<file path="config.mk">
export PLATFORM = sky130hd
export DESIGN_NAME = tgfb_ctrl
export DESIGN_NICKNAME = d
export VERILOG_FILES = /design/src/hdl/text_glyph_framebuffer_defines.svh /design/src/hdl/tgfb_pkg.sv /design/src/hdl/tgfb_ctrl.sv
export SDC_FILE = /design/constraint.sdc
export NUM_CORES = 1
export LEC_CHECK = 0
export BUFFER_PORTS_ARGS = -buffer_cell sky130_fd_sc_hd__buf_4
export CAP_MARGIN = 10
export CORE_AREA = 10 10 47 49
export CTS_BUF_LIST = sky130_fd_sc_hd__clkbuf_4
export DETAILED_ROUTE_END_ITERATION = 8
export DIE_AREA = 0 0 57 59
export PLACE_DENSITY_LB_ADDON = 0.12
export SETUP_SLACK_MARGIN = 0.05
export SYNTH_ARGS = -nofsm -noshare
export SYNTH_HDL_FRONTEND = slang
export SYNTH_SLANG_ARGS = --single-unit
</file>
<file path="constraint.sdc">
create_clock -name clk -period 4 [get_ports clk]
set_input_delay 0.2 -clock clk [delete_from_list [all_inputs] [get_ports clk]]
set_output_delay 0.2 -clock clk [all_outputs]
set_load 0.02 [all_outputs]
</file>
<file path="src/hdl/text_glyph_framebuffer_defines.svh">
// Assertion macros shared by the frame store RTL.
// Each macro expects clk and arst_n to be visible at the place of use.
`ifndef TEXT_GLYPH_FRAMEBUFFER_DEFINES_SVH
`define TEXT_GLYPH_FRAMEBUFFER_DEFINES_SVH

// Same-cycle implication.
`define TGFB_ASSERT_NOW(lbl, ante, cons, msg) \
	lbl: assert property (@(posedge clk) disable iff (!arst_n) (ante) |-> (cons)) \
		else $error(msg);

// Next-cycle implication.
`define TGFB_ASSERT_NEXT(lbl, ante, cons, msg) \
	lbl: assert property (@(posedge clk) disable iff (!arst_n) (ante) |=> (cons)) \
		else $error(msg);

`endif

</file>
<file path="src/hdl/tgfb_pkg.sv">
// Package for the text glyph frame store: word types, request codes,
// controller/datapath interface structs and the 5x7 font table. No dependencies.
`timescale 1ns / 1ps
`default_nettype none

package tgfb_pkg;

	localparam int DEF_COLUMNS = 128;
	localparam int DEF_PAGES   = 8;
	localparam int WIDE_AW     = 14;
	localparam int GLYPH_COLS  = 5;
	localparam int GLYPH_COUNT = 38;
	localparam logic [5:0] GLYPH_DIGIT_BASE = 6'd27;
	localparam logic [5:0] GLYPH_COLON      = 6'd37;

	typedef enum logic [1:0] {
		REQ_CHAR   = 2'd0,
		REQ_CURSOR = 2'd1,
		REQ_CLEAR  = 2'd2,
		REQ_READ   = 2'd3
	} req_type_t;

	typedef struct packed {
		logic [1:0] req_type;
		logic [7:0] char_code;
		logic [7:0] cursor_column;
		logic [7:0] cursor_pixel_row;
		logic [9:0] read_address;
	} in_word_t;

	typedef struct packed {
		logic [7:0] read_data;
		logic [7:0] column_now;
		logic [4:0] page_now;
	} out_word_t;

	typedef struct packed {
		logic       accept;
		logic       draw_we;
		logic       draw_last;
		logic [2:0] draw_idx;
		logic       clr_we;
		logic       read_en;
		logic       load_out;
	} tgfb_cmd_t;

	typedef struct packed {
		req_type_t req_type;
		logic      clr_last;
		logic      out_free;
	} tgfb_status_t;

	localparam logic [7:0] GLYPHS [GLYPH_COUNT][GLYPH_COLS] = '{
		'{8'h00, 8'h00, 8'h00, 8'h00, 8'h00},
		'{8'h7E, 8'h11, 8'h11, 8'h11, 8'h7E}, '{8'h7F, 8'h49, 8'h49, 8'h49, 8'h36},
		'{8'h3E, 8'h41, 8'h41, 8'h41, 8'h22}, '{8'h7F, 8'h41, 8'h41, 8'h22, 8'h1C},
		'{8'h7F, 8'h49, 8'h49, 8'h49, 8'h41}, '{8'h7F, 8'h09, 8'h09, 8'h09, 8'h01},
		'{8'h3E, 8'h41, 8'h49, 8'h49, 8'h7A}, '{8'h7F, 8'h08, 8'h08, 8'h08, 8'h7F},
		'{8'h00, 8'h41, 8'h7F, 8'h41, 8'h00}, '{8'h20, 8'h40, 8'h41, 8'h3F, 8'h01},
		'{8'h7F, 8'h08, 8'h14, 8'h22, 8'h41}, '{8'h7F, 8'h40, 8'h40, 8'h40, 8'h40},
		'{8'h7F, 8'h02, 8'h04, 8'h02, 8'h7F}, '{8'h7F, 8'h04, 8'h08, 8'h10, 8'h7F},
		'{8'h3E, 8'h41, 8'h41, 8'h41, 8'h3E}, '{8'h7F, 8'h09, 8'h09, 8'h09, 8'h06},
		'{8'h3E, 8'h41, 8'h51, 8'h21, 8'h5E}, '{8'h7F, 8'h09, 8'h19, 8'h29, 8'h46},
		'{8'h46, 8'h49, 8'h49, 8'h49, 8'h31}, '{8'h01, 8'h01, 8'h7F, 8'h01, 8'h01},
		'{8'h3F, 8'h40, 8'h40, 8'h40, 8'h3F}, '{8'h1F, 8'h20, 8'h40, 8'h20, 8'h1F},
		'{8'h3F, 8'h40, 8'h38, 8'h40, 8'h3F}, '{8'h63, 8'h14, 8'h08, 8'h14, 8'h63},
		'{8'h07, 8'h08, 8'h70, 8'h08, 8'h07}, '{8'h61, 8'h51, 8'h49, 8'h45, 8'h43},
		'{8'h3E, 8'h51, 8'h49, 8'h45, 8'h3E}, '{8'h00, 8'h42, 8'h7F, 8'h40, 8'h00},
		'{8'h42, 8'h61, 8'h51, 8'h49, 8'h46}, '{8'h21, 8'h41, 8'h45, 8'h4B, 8'h31},
		'{8'h18, 8'h14, 8'h12, 8'h7F, 8'h10}, '{8'h27, 8'h45, 8'h45, 8'h45, 8'h39},
		'{8'h3C, 8'h4A, 8'h49, 8'h49, 8'h30}, '{8'h01, 8'h71, 8'h09, 8'h05, 8'h03},
		'{8'h36, 8'h49, 8'h49, 8'h49, 8'h36}, '{8'h06, 8'h49, 8'h49, 8'h29, 8'h1E},
		'{8'h00, 8'h36, 8'h36, 8'h00, 8'h00}
	};

	function automatic logic [5:0] glyph_index(input logic [7:0] code);
		logic [5:0] idx;
		idx = '0;
		if (code >= 8'h41 && code <= 8'h5A) begin
			idx = 6'(code - 8'h41) + 6'd1;
		end else if (code >= 8'h30 && code <= 8'h39) begin
			idx = 6'(code - 8'h30) + GLYPH_DIGIT_BASE;
		end else if (code == 8'h3A) begin
			idx = GLYPH_COLON;
		end
		return idx;
	endfunction

endpackage

`default_nettype wire

</file>
<file path="src/hdl/tgfb_ctrl.sv">
// Controller state machine for the text glyph frame store.
// Depends on tgfb_pkg; drives datapath commands from datapath status.
`timescale 1ns / 1ps
`default_nettype none

module tgfb_ctrl (
	input  wire                         clk,
	input  wire                         arst_n,
	input  wire                         req_valid,
	output logic                        req_stall,
	input  wire tgfb_pkg::tgfb_status_t status,
	output tgfb_pkg::tgfb_cmd_t         cmd
);
	import tgfb_pkg::*;

	typedef enum logic [5:0] {
		S_INIT  = 6'b000001,
		S_IDLE  = 6'b000010,
		S_DRAW  = 6'b000100,
		S_CLEAR = 6'b001000,
		S_READ  = 6'b010000,
		S_DONE  = 6'b100000
	} state_t;

	state_t     state_q;
	state_t     state_d;
	logic [2:0] cnt_q;
	logic       accept;

	assign req_stall = (state_q != S_IDLE);
	assign accept    = req_valid && (state_q == S_IDLE);

	always_comb begin
		state_d       = state_q;
		cmd           = '0;
		cmd.accept    = accept;
		cmd.draw_idx  = cnt_q;
		cmd.draw_last = (cnt_q == 3'(GLYPH_COLS - 1));
		unique case (state_q)
			S_INIT: begin
				cmd.clr_we = 1'b1;
				if (status.clr_last) begin
					state_d = S_IDLE;
				end
			end
			S_IDLE: begin
				if (accept) begin
					unique case (status.req_type)
						REQ_CHAR:   state_d = S_DRAW;
						REQ_CURSOR: state_d = S_DONE;
						REQ_CLEAR:  state_d = S_CLEAR;
						REQ_READ:   state_d = S_READ;
						default:    state_d = S_DONE;
					endcase
				end
			end
			S_DRAW: begin
				cmd.draw_we = 1'b1;
				if (cmd.draw_last) begin
					state_d = S_DONE;
				end
			end
			S_CLEAR: begin
				cmd.clr_we = 1'b1;
				if (status.clr_last) begin
					state_d = S_DONE;
				end
			end
			S_READ: begin
				cmd.read_en = 1'b1;
				state_d     = S_DONE;
			end
			S_DONE: begin
				if (status.out_free) begin
					cmd.load_out = 1'b1;
					state_d      = S_IDLE;
				end
			end
			default: state_d = S_INIT;
		endcase
	end

	always_ff @(posedge clk or negedge arst_n) begin
		if (!arst_n) begin
			state_q <= S_INIT;
			cnt_q   <= '0;
		end else begin
			state_q <= state_d;
			if (cmd.draw_we) begin
				cnt_q <= cmd.draw_last ? 3'd0 : cnt_q + 3'd1;
			end
		end
	end

endmodule

`default_nettype wire

</file>
==> results of run 1 <==
worst paths after layout:
kind / depth (start not counted) / from / end / slack (ns)
max in group asynchronous: 2 / arst_n / state_q[0] / 3.49
worst max register to register: 4 / state_q[0] / state_q[0] / 2.26
min in group asynchronous: 2 / arst_n / cnt_q[0] / 0.29
worst min-delay path: 2 / status[0] / state_q[5] / 0.13
worst max-delay path: 4 / state_q[0] / cmd[2] / 2.09
worst min register to register: 1 / cnt_q[2] / cnt_q[2] / 0.49
critical path: stages, from the launching register on:
cell     delay [ns]
dfstp_2        0.61
xnor2_1        0.10
or4_1          0.46
nor2_1         0.12
buf_4          0.15
stage by stage:
stage                     std cells  power (W)
after detailed placement         98   0.000370
after global routing            103   0.000476
after CTS                       103   0.000452
after floorplan                  72   0.000309
after global placement           98   0.000366
final                           103   0.000447
cell type report:
class	instances	share of cell area (%)
clock buffers	4	3.78
inverters	7	3.31
multi-input cells	50	45.5
flip-flops and latches	9	28.5
well taps	16	2.52
repair buffers	17	16.4
power groups by stage:
stage / sequential, W / combinational (W) / clock, W
2_1_floorplan: 0.000144 / 0.000164 / 0
4_1_cts: 0.000159 / 0.000211 / 0.0000818
6_report: 0.000160 / 0.000209 / 0.0000780
5_1_grt: 0.000164 / 0.000227 / 0.0000843
3_3_place_gp: 0.000158 / 0.000208 / 0
3_5_place_dp: 0.000160 / 0.000210 / 0
cells by family (layout without fill, tap and decap cells):
| logic type | count (synthesis) | count (layout) | share of synthesized area (%) |
|---|---|---|---|
| buffers and inverters | 13 | 28 | 11.3 |
| adders and majority gates | 2 | 2 | 3.77 |
| muxes | 1 | 1 | 1.51 |
| xor gates and xnor gates | 2 | 2 | 2.64 |
| DFF | 9 | 9 | 34.2 |
| AOI/OAI and AO/OA | 16 | 16 | 18.1 |
| and+or+nand+nor | 29 | 29 | 28.5 |
layer usage:
| layer | wire length (um) | up-vias | part of all wire (%) |
|---|---|---|---|
| li1 | - | 289 | - |
| met1 | 689 | 273 | 44 |
| met2 | 814 | 12 | 52 |
| met3 | 49 | 2 | 3.1 |
| met4 | 23 | 0 | 1.5 |
| met5 | 0 | - | 0 |
cells in the final DEF (no fill, tap or decap), drive strengths merged:
| master | netlist | layout |
|---|---|---|
| buf | 5 | 16 |
| o31a | 1 | 1 |
| o31ai | 1 | 1 |
| dfrtp | 8 | 8 |
| nand3b | 3 | 3 |
| o211ai | 1 | 1 |
| and3 | 1 | 1 |
| nor2 | 9 | 9 |
| clkbuf | 1 | 4 |
| nand2 | 4 | 4 |
| nor3 | 1 | 1 |
| a32o | 1 | 1 |
| a211oi | 1 | 1 |
| o22ai | 1 | 1 |
| and4b | 1 | 1 |
| dfstp | 1 | 1 |
| nor4 | 2 | 2 |
| o21ai | 8 | 8 |
| o32ai | 2 | 2 |
| and4bb | 1 | 1 |
| nand4b | 2 | 2 |
| xor2 | 1 | 1 |
| mux2i | 1 | 1 |
| or4 | 1 | 1 |
| nand3 | 1 | 1 |
| ha | 2 | 2 |
| dlygate4sd3 | 0 | 1 |
| xnor2 | 1 | 1 |
| nand2b | 1 | 1 |
| inv | 7 | 7 |
| and2 | 1 | 1 |
| nor4b | 1 | 1 |
state kept, by name, indices dropped and copies added, names as in the netlist:
signal / cells
state_q: 6
cnt_q: 3
what timing repair did:
action | in CTS | in global routing
hold endpoints to repair | 9 | 0
hold buffers | 1 | 0
setup buffers | 0 | 0
==> metrics.cfg, run 1 <==
[power_and_ir_drop]
pwr-share-clk_pct = 17.5
combPwrFrac_pct = 46.8
p_per_area_nw_per_um2 = 562
p_leak_nw = 0.398
switching_power_w = 0.000185
intPower_w = 0.000262
seqPwrFrac_pct = 35.7
vdd_drop_max_mv = 0.275
p_sw_share_pct = 41.4

[finish]
final_area_um2 = 795
multi_input_area_um2 = 362
fin_nets = 97
antennaDiodeCount = 0
final-seq-area_um2 = 226
layout-drive-gt1-share_pct = 31.0
fillers = 137
fin_util_pct = 56.7
areaGrowthSynthToFinish_pct = 19.8

[placed_design]
gp_congestion = 0.854
pre_cts_ws_ns = 2.29
dpl_cell_area_um2 = 754
portBuffers = 16
hpwl_um = 1270

[critical_path]
crit_fanout = 8
start_kind = flip-flop
end_kind = output pin
critical_path_arrival_ns = 1.71
criticalPathCategory = reg -> out
critPathRequiredTime_ns = 3.80

[min_path]
min_path_type = in -> reg

[floorplanning]
coreArea_um2 = 1400
die_w_um = 57
dieHeight_um = 59
rows = 14
start_util_pct = 47.3
die_area_um2 = 3360
ioPinCount = 17

[global_routing]
grt_pass1_vias = 568
globalRouteTotalUtil_pct = 9.25
antenna_found_initial = 0
grtUsageMet3_pct = 3.65
grt_overflow = 0
grt_pass1_wl_um = 2480
top_usage_layer = met2
grt_use_met1_pct = 9.03
grt_start_max_net_pins = 13
grtUsageMet2_pct = 16.9

[sta]
rsz0062_at_grt = false
hold_viol_final = 0
finalCritPeriodShare_pct = 47.7
min_period_ns = 1.91
max_freq_mhz = 524
setup_viol = 0
final.setup.worst_slack_ns = 2.09
hold_ws_ns = 0.126
clock_skew_ns = 0.000704
final_max_slew_viol_count = 0
relSlewSlack_pct = 73.7
max_slew.worst_pin.slew_ns = 0.389
tns_ns = 0

[synth]
ys.flop_type = dfrtp_1
synth.distinct_cells = 36
yosys-top-cells-area = dfrtp_1, nor2_1, o32ai_2
synth_edf_count = 0
postSynthAreaPerCell_um2 = 9.21
yosysWarnings = 0
yosys.area.top_type_share_pct = 30.2
synth_nets = 81
yosysMostFrequentCell = nor2_1
postSynth.asyncResetShare_pct = 100
syn_area_um2 = 663
synth-seq-cells = 9
yosys.area.top_type = dfrtp_1
synth_common_cells = nor2_1, dfrtp_1, inv_1, o21ai_0, nand2_1
syn_inst = 72
seq_area_frac_synth_pct = 34.2

[clock_tree]
clk_path_buf_depth = 2
cts_max_level = 1
root_buffer = clkbuf_4
clkTransAtPathRegs_ns = 0.06
numClockSinks = 9
post_cts_resized = 0
insertion_delay_ns = 0.26
cts_buffers = 3
cts_tree = done

[flow_run]
maxCapViolCount = 0

[drt]
drt-total-wl_um = 1580
drc = 0
wl_per_cell_um = 15.3
vias_per_cell = 5.59
drt-initial-drc-count = 10
first_pass_iters = 4
vias = 576
drt.antenna.violating_nets = 0

[run_status]
status = finished clean

Note: power is estimated with default switching activity, not from simulation.
==> inputs of run 2 (changes only) <==
--- a/config.mk
+++ b/config.mk
@@ -5,12 +5,13 @@
 export SDC_FILE = /design/constraint.sdc
 export NUM_CORES = 1
 export LEC_CHECK = 0
+export ABC_AREA = 1
 export BUFFER_PORTS_ARGS = -buffer_cell sky130_fd_sc_hd__buf_4
 export CAP_MARGIN = 10
-export CORE_AREA = 10 10 47 49
+export CORE_MARGIN = 10
+export CORE_UTILIZATION = 48
 export CTS_BUF_LIST = sky130_fd_sc_hd__clkbuf_4
 export DETAILED_ROUTE_END_ITERATION = 8
-export DIE_AREA = 0 0 57 59
 export PLACE_DENSITY_LB_ADDON = 0.12
 export SETUP_SLACK_MARGIN = 0.05
 export SYNTH_ARGS = -nofsm -noshare
==> constraint.sdc (replaced) <==
create_clock -name clk -period 1.7 [get_ports clk]
set_input_delay 0.085 -clock clk [delete_from_list [all_inputs] [get_ports clk]]
set_output_delay 0.085 -clock clk [all_outputs]
set_load 0.02 [all_outputs]
==> run 2 against run 1 <==
Net effect: clock skew is 0.0046 ns higher; hold slack lost 0.045 ns; combinational power rose to 3.0 times the previous value; sequential cell count unchanged; final cell count up 18%; wire length down 3.7%; global-route usage up 0.42 points; first-iteration DRC count is 70% higher; synthesized area down 1.7%; largest cell class unchanged; largest power group unchanged.
==> metrics.cfg, run 2 <==
[floorplanning]
start_util_pct = 50.7  ; +3.4 points
die_w_um = 56.9  ; -0.26%
coreArea_um2 = 1280  ; -8.3%
rows = 13  ; -1
ioPinCount = 17  ; unchanged
die_area_um2 = 3230  ; -3.9%
dieHeight_um = 56.9  ; -3.6%

[sta]
hold_ws_ns = 0.0816  ; -0.0445 ns
tns_ns = 0  ; unchanged
setup_viol = 0  ; unchanged
min_period_ns = 1.54
final_max_slew_viol_count = 0  ; unchanged
clock_skew_ns = 0.00526  ; +0.00455 ns
rsz0062_at_grt = false
hold_viol_final = 0  ; unchanged
relSlewSlack_pct = 76.0  ; +2.3 points
max_freq_mhz = 651
finalCritPeriodShare_pct = 90.3
max_slew.worst_pin.slew_ns = 0.358  ; -0.0310 ns

[placed_design]
dp.cells = 116  ; +18%
hpwl_um = 1290  ; +2.0%
gp_congestion = 0.866  ; +1.4%
portBuffers = 16  ; unchanged

[finish]
largest_reg_flops = 6  ; unchanged
mostFrequentLayoutCells = buf_4, inv_1, nand2_1
final_cells = 122  ; +18%
mostFrequentLayoutCell = buf_4
fin_nets = 117  ; +21%
largest_register = state_q
largestRegisters = state_q: 6 flops, cnt_q: 3 flops
layout-drive-gt1-share_pct = 35.5  ; +4.5 points
antennaDiodeCount = 0  ; unchanged
areaGrowthSynthToFinish_pct = 27.8

[drt]
drt-total-wl_um = 1520  ; -3.7%
vias = 601  ; +4.3%
drc = 0  ; unchanged
drt.antenna.violating_nets = 0  ; unchanged
routed.top_layer = met3
drt-initial-drc-count = 17  ; +7
vias_per_cell = 4.93  ; -12%
wirelength_met1_um = 676  ; -1.9%
wl_per_cell_um = 12.4  ; -19%
first_pass_iters = 4  ; unchanged
met2WireLength_um = 718  ; -12%
wl_met3_um = 123  ; +150%

[clock_tree]
cts_tree = done
cts_buffers = 3  ; unchanged
clkTransAtPathRegs_ns = 0.07  ; about the same
clk_path_buf_depth = 2  ; unchanged
root_buffer = clkbuf_4
cts_hold_buffers = 2  ; +1
cts_max_level = 1  ; unchanged
insertion_delay_ns = 0.27  ; about the same
post_cts_buffers = 0  ; unchanged
numClockSinks = 9  ; unchanged
post_cts_resized = 0  ; unchanged

[synth]
synth_mux_area_share_pct = 0  ; -1.5 points
ys.flop_type = dfrtp_1
synth-simple-area-share_pct = 43.8  ; +15 points
synth_compound_area_share_pct = 7.10  ; -11 points
synth.distinct_cells = 22  ; -39%
synth_top_family_by_area = simple AND/OR/NAND/NOR gates
syn_area_um2 = 652  ; -1.7%
synth-seq-cells = 9  ; unchanged
synth_edf_count = 0  ; unchanged
synth_fa_ha_area_share_pct = 3.84  ; +0.065 points
yosysWarnings = 0  ; unchanged
synth_nets = 95  ; +17%
synth_common_cells = inv_1, nand2_1, nor2_1
syn_inst = 86  ; +19%
yosys.area.top_type = dfrtp_1
postSynthAreaPerCell_um2 = 7.58  ; -18%
seq_area_frac_synth_pct = 34.7  ; +0.59 points
yosys.area.top_type_share_pct = 30.7  ; +0.52 points
postSynth.asyncResetShare_pct = 100  ; unchanged
yosys-top-cells-area = dfrtp_1, inv_1, nand2_1
synthXorXnorAreaFrac_pct = 0  ; -2.6 points

[power_and_ir_drop]
vdd_drop_max_mv = 0.744  ; +170%
p_leak_nw = 0.480  ; +21%
p_per_area_nw_per_um2 = 1370  ; +140%

[critical_path]
slowest_stage = dfrtp_1
critical_path_arrival_ns = 1.45  ; -0.26 ns
crit_fanout = 4  ; -4
path_cells = nor2_1 -> nand3_1 -> nor2_1 -> buf_4
start_kind = flip-flop
critPathMaxStageDelay_ns = 0.40  ; -0.21 ns
end_kind = output pin
criticalPathCategory = reg -> out
critPathRequiredTime_ns = 1.62  ; -2.18 ns
timing.critical_path.mode_cell = nor2_1

[global_routing]
grt_overflow = 0  ; unchanged
grt_pass1_vias = 569  ; +0.18%
grt_pass1_wl_um = 2530  ; +1.9%
antenna_found_initial = 0  ; unchanged
grt_start_max_net_pins = 10  ; -3
globalRouteTotalUtil_pct = 9.66  ; +0.42 points

[min_path]
min_path_type = in -> reg

[run_status]
status = finished clean

[flow_run]
maxCapViolCount = 0  ; unchanged

## run 2: final timing paths
check | startpoint | to | slack, ns | cells after the start
worst max-delay path | state_q[3] | cmd[0] | 0.16 | 4
worst min-delay path | req_valid | state_q[1] | 0.08 | 4
worst max register to register | state_q[3] | state_q[2] | 0.35 | 6
worst min register to register | cnt_q[0] | cnt_q[0] | 0.55 | 1
max in group asynchronous | arst_n | state_q[0] | 1.30 | 2
min in group asynchronous | arst_n | state_q[2] | 0.18 | 2
## run 2: metal layers
metal  up-vias  GRT usage (%)
met5         -              0
met1       273           11.8
met3         0           5.84
li1        311              -
met2        17           14.6
met4         0           1.01
## run 2: kinds of logic (layout without fill, tap and decap cells)
family                   after synthesis  in the layout
flip-flops                             9              9
adder cells (fa/ha/maj)                2              2
AO/OA/AOI/OAI                          7              7
buffers and inverters                 17             38
AND/OR/NAND/NOR                       51             51
## run 2: through the flow
stage / setup WS [ns] / total power, W / instance area (um^2) / utilization [%]
floorplan: 0.361 / 0.000785 / 652 / -
detailed placement: 0.359 / 0.000961 / 783 / 61.0
global placement: 0.391 / 0.000950 / 783 / 61.0
finish: 0.165 / 0.00114 / 833 / 64.8
global route: 0.0626 / 0.00123 / 833 / 64.8
CTS: 0.182 / 0.00116 / 833 / 64.8
## run 2: final cells by class
type / count / area (um^2)
Sequential cell: 9 / 226
Fill cell: 117 / 452
Multi-Input combinational cell: 60 / 357
Tap cell: 15 / 18.8
Clock buffer: 4 / 30.0
Timing Repair Buffer: 18 / 140
Inverter: 16 / 61.3
## run 2: where the power goes
part	total, W	leakage [nW]	switching [W]	internal [W]
Sequential	0.000334	0.119	0.0000540	0.000280
Combinational	0.000623	0.342	0.000390	0.000233
Clock	0.000187	0.0184	0.0000801	0.000107
Total	0.00114	0.480	0.000524	0.000620
## run 2: critical path: cells and delay by family, from the launching register on
kind          cells  cell delay [ns]
buf+inv           1             0.15
flops             1             0.40
simple gates      3             0.63
==> inputs of run 3 (changes only) <==
--- a/config.mk
+++ b/config.mk
@@ -5,9 +5,8 @@
 export SDC_FILE = /design/constraint.sdc
 export NUM_CORES = 1
 export LEC_CHECK = 0
-export ABC_AREA = 1
 export BUFFER_PORTS_ARGS = -buffer_cell sky130_fd_sc_hd__buf_4
-export CAP_MARGIN = 10
+export CAP_MARGIN = 20
 export CORE_MARGIN = 10
 export CORE_UTILIZATION = 48
 export CTS_BUF_LIST = sky130_fd_sc_hd__clkbuf_4
==> run 3 against run 2 <==
Net effect: the flow now finishes with violations (setup timing); setup slack got worse by 0.19 ns; sequential cell count unchanged; sequential power grew 13%; die area up 1.1%; sequential share of layout area down 2.1 points; utilization is 6.1 points higher; hold slack worse by 0.067 ns; highest routed layer is now met4.
==> metrics.cfg, run 3 (synthesis gave the netlist of run 1 again) <==
[run_status]
status = finished, violations left
violations = setup timing

[power_and_ir_drop]
seqPwrFrac_pct = 29.6  ; +0.4 points
vdd_drop_max_mv = 0.778  ; +4.5%
p_sw_share_pct = 40.0  ; -5.8 points
combPwrFrac_pct = 55.5  ; +1.0 points
p_leak_nw = 0.451  ; -6.0%
p_per_area_nw_per_um2 = 1380  ; +0.37%
intPower_w = 0.000763  ; +23%
switching_power_w = 0.000509  ; -2.8%
pwr-share-clk_pct = 14.9  ; -1.4 points

[sta]
relSlewSlack_pct = 71.2  ; -4.8 points
rsz0062_at_grt = true
final_max_slew_viol_count = 0  ; unchanged
hold_viol_final = 0  ; unchanged
max_freq_mhz = 580  ; -11%
max_slew.worst_pin.slew_ns = 0.432  ; +0.0740 ns
hold_ws_ns = 0.0146  ; -0.0670 ns
clock_skew_ns = 0.00103  ; -0.00423 ns
finalCritPeriodShare_pct = 101  ; +11 points
final.setup.worst_slack_ns = -0.0234  ; -0.188 ns
setup_viol = 1  ; +1
min_period_ns = 1.72  ; +0.188 ns
tns_ns = -0.0234  ; -0.0234 ns

[floorplanning]
ioPinCount = 17  ; unchanged
die_area_um2 = 3270  ; +1.1%
coreArea_um2 = 1300  ; +1.3%
die_w_um = 57.2  ; +0.56%
start_util_pct = 51.0  ; +0.23 points
dieHeight_um = 57.2  ; +0.56%
rows = 13  ; unchanged

[global_routing]
grt_overflow = 0  ; unchanged
grt_start_max_net_pins = 13  ; +3
grt_pass1_wl_um = 2680  ; +6.0%
globalRouteTotalUtil_pct = 10.2  ; +0.52 points
antenna_found_initial = 0  ; unchanged
grt_pass1_vias = 586  ; +3.0%

[placed_design]
dp.cells = 99  ; -15%
hpwl_um = 1200  ; -7.2%
portBuffers = 16  ; unchanged
gp_congestion = 0.744  ; -14%
dpl_cell_area_um2 = 768  ; -1.9%

[clock_tree]
cts_max_level = 1  ; unchanged
clkTransAtPathRegs_ns = 0.06  ; about the same
clk_path_buf_depth = 2  ; unchanged
cts_tree = done
numClockSinks = 9  ; unchanged
root_buffer = clkbuf_4
insertion_delay_ns = 0.26  ; about the same
cts_buffers = 3  ; unchanged

[min_path]
min_path_type = in -> reg
hp-start = status[0]

[critical_path]
criticalPathCategory = reg -> out
end_kind = output pin
crit_fanout = 2  ; -2
start_kind = flip-flop
r2r_start = state_q[0]
critical_path_arrival_ns = 1.64  ; +0.19 ns
startpoint = state_q[0]
critPathRequiredTime_ns = 1.62  ; about the same

[finish]
largest_register = state_q
largestRegisters = state_q: 6 flops, cnt_q: 3 flops
mostFrequentLayoutCell = buf_4
fin_nets = 106  ; -9.4%
areaGrowthSynthToFinish_pct = 39.2
final_area_um2 = 923  ; +11%
antennaDiodeCount = 0  ; unchanged
final_cells = 111  ; -9.0%
mostFrequentLayoutCells = buf_4, nor2_1, inv_1, o21ai_0
layout-drive-gt1-share_pct = 45.8  ; +10 points
largest_reg_flops = 6  ; unchanged

[drt]
drt-total-wl_um = 1780  ; +17%
drt-initial-drc-count = 10  ; -7
drt.antenna.violating_nets = 0  ; unchanged
vias_per_cell = 5.69  ; +16%
first_pass_iters = 4  ; unchanged
drc = 0  ; unchanged
vias = 632  ; +5.2%
wl_per_cell_um = 16.0  ; +29%

[flow_run]
maxCapViolCount = 0  ; unchanged

## run 3: changes by cell type in the layout (fill, tap and decap cells not counted), moves of 5 or more
| cell | before | now |
|---|---|---|
| nand2_1 | 14 | 4 |
| inv_1 | 14 | 6 |
| nand3_1 | 9 | 1 |
| buf_4 | 16 | 21 |
## run 3: what timing repair did
item,in CTS,in global routing
setup endpoints to repair,4,8
hold buffers,1,0
endpoints found under the hold margin,9,0
buffers inserted,1,6
gates resized for setup,7,8
pin swaps,1,2
## run 3: power by group through the flow
stage | clock, W | combinational (W) | sequential (W)
after floorplan | 0 | 0.000387 | 0.000340
after global placement | 0 | 0.000531 | 0.000356
after detailed placement | 0 | 0.000534 | 0.000356
after CTS | 0.000192 | 0.000590 | 0.000355
after global routing | 0.000205 | 0.000761 | 0.000387
final | 0.000190 | 0.000706 | 0.000376
## run 3: final cells by class
cell class,instances,area [um^2]
clock buffer,4,30.0
fill,99,378
tap,15,18.8
sequential,9,231
timing repair buffer,26,213
multi-input combinational,50,404
inverter,7,26.3
## run 3: critical path, cell delays in order (launching register included)
cell and delay [ns]:
dfstp_2 0.56, xnor2_2 0.08, or4_4 0.46, nor2_4 0.15, buf_6 0.13
## run 3: per-stage QoR
stage | setup WS [ns] | utilization (%) | power, W
global route | -0.0668 | 71.0 | 0.00135
detailed placement | 0.0993 | 59.0 | 0.000890
finish | -0.0234 | 71.0 | 0.00127
floorplan | 0.0956 | - | 0.000727
CTS | 0.00847 | 64.1 | 0.00114
global placement | 0.0897 | 59.0 | 0.000888
## run 3: worst paths after layout
check | endpoint | slack (ns) | cells after the start
setup / recovery | cmd[2] | -0.02 | 4
hold / removal | state_q[5] | 0.01 | 2
setup reg to reg | state_q[0] | 0.04 | 5
hold reg to reg | cnt_q[2] | 0.50 | 1
max in group asynchronous | state_q[0] | 1.29 | 2
min in group asynchronous | cnt_q[1] | 0.20 | 2
## run 3: routing by layer
layer | up-vias | global-route usage (%) | part of all wire (%)
li1 | 309 | - | -
met1 | 298 | 10.5 | 41
met2 | 20 | 16.9 | 51
met3 | 5 | 3.76 | 6.9
met4 | 0 | 6.71 | 1.7
met5 | - | 0 | 0
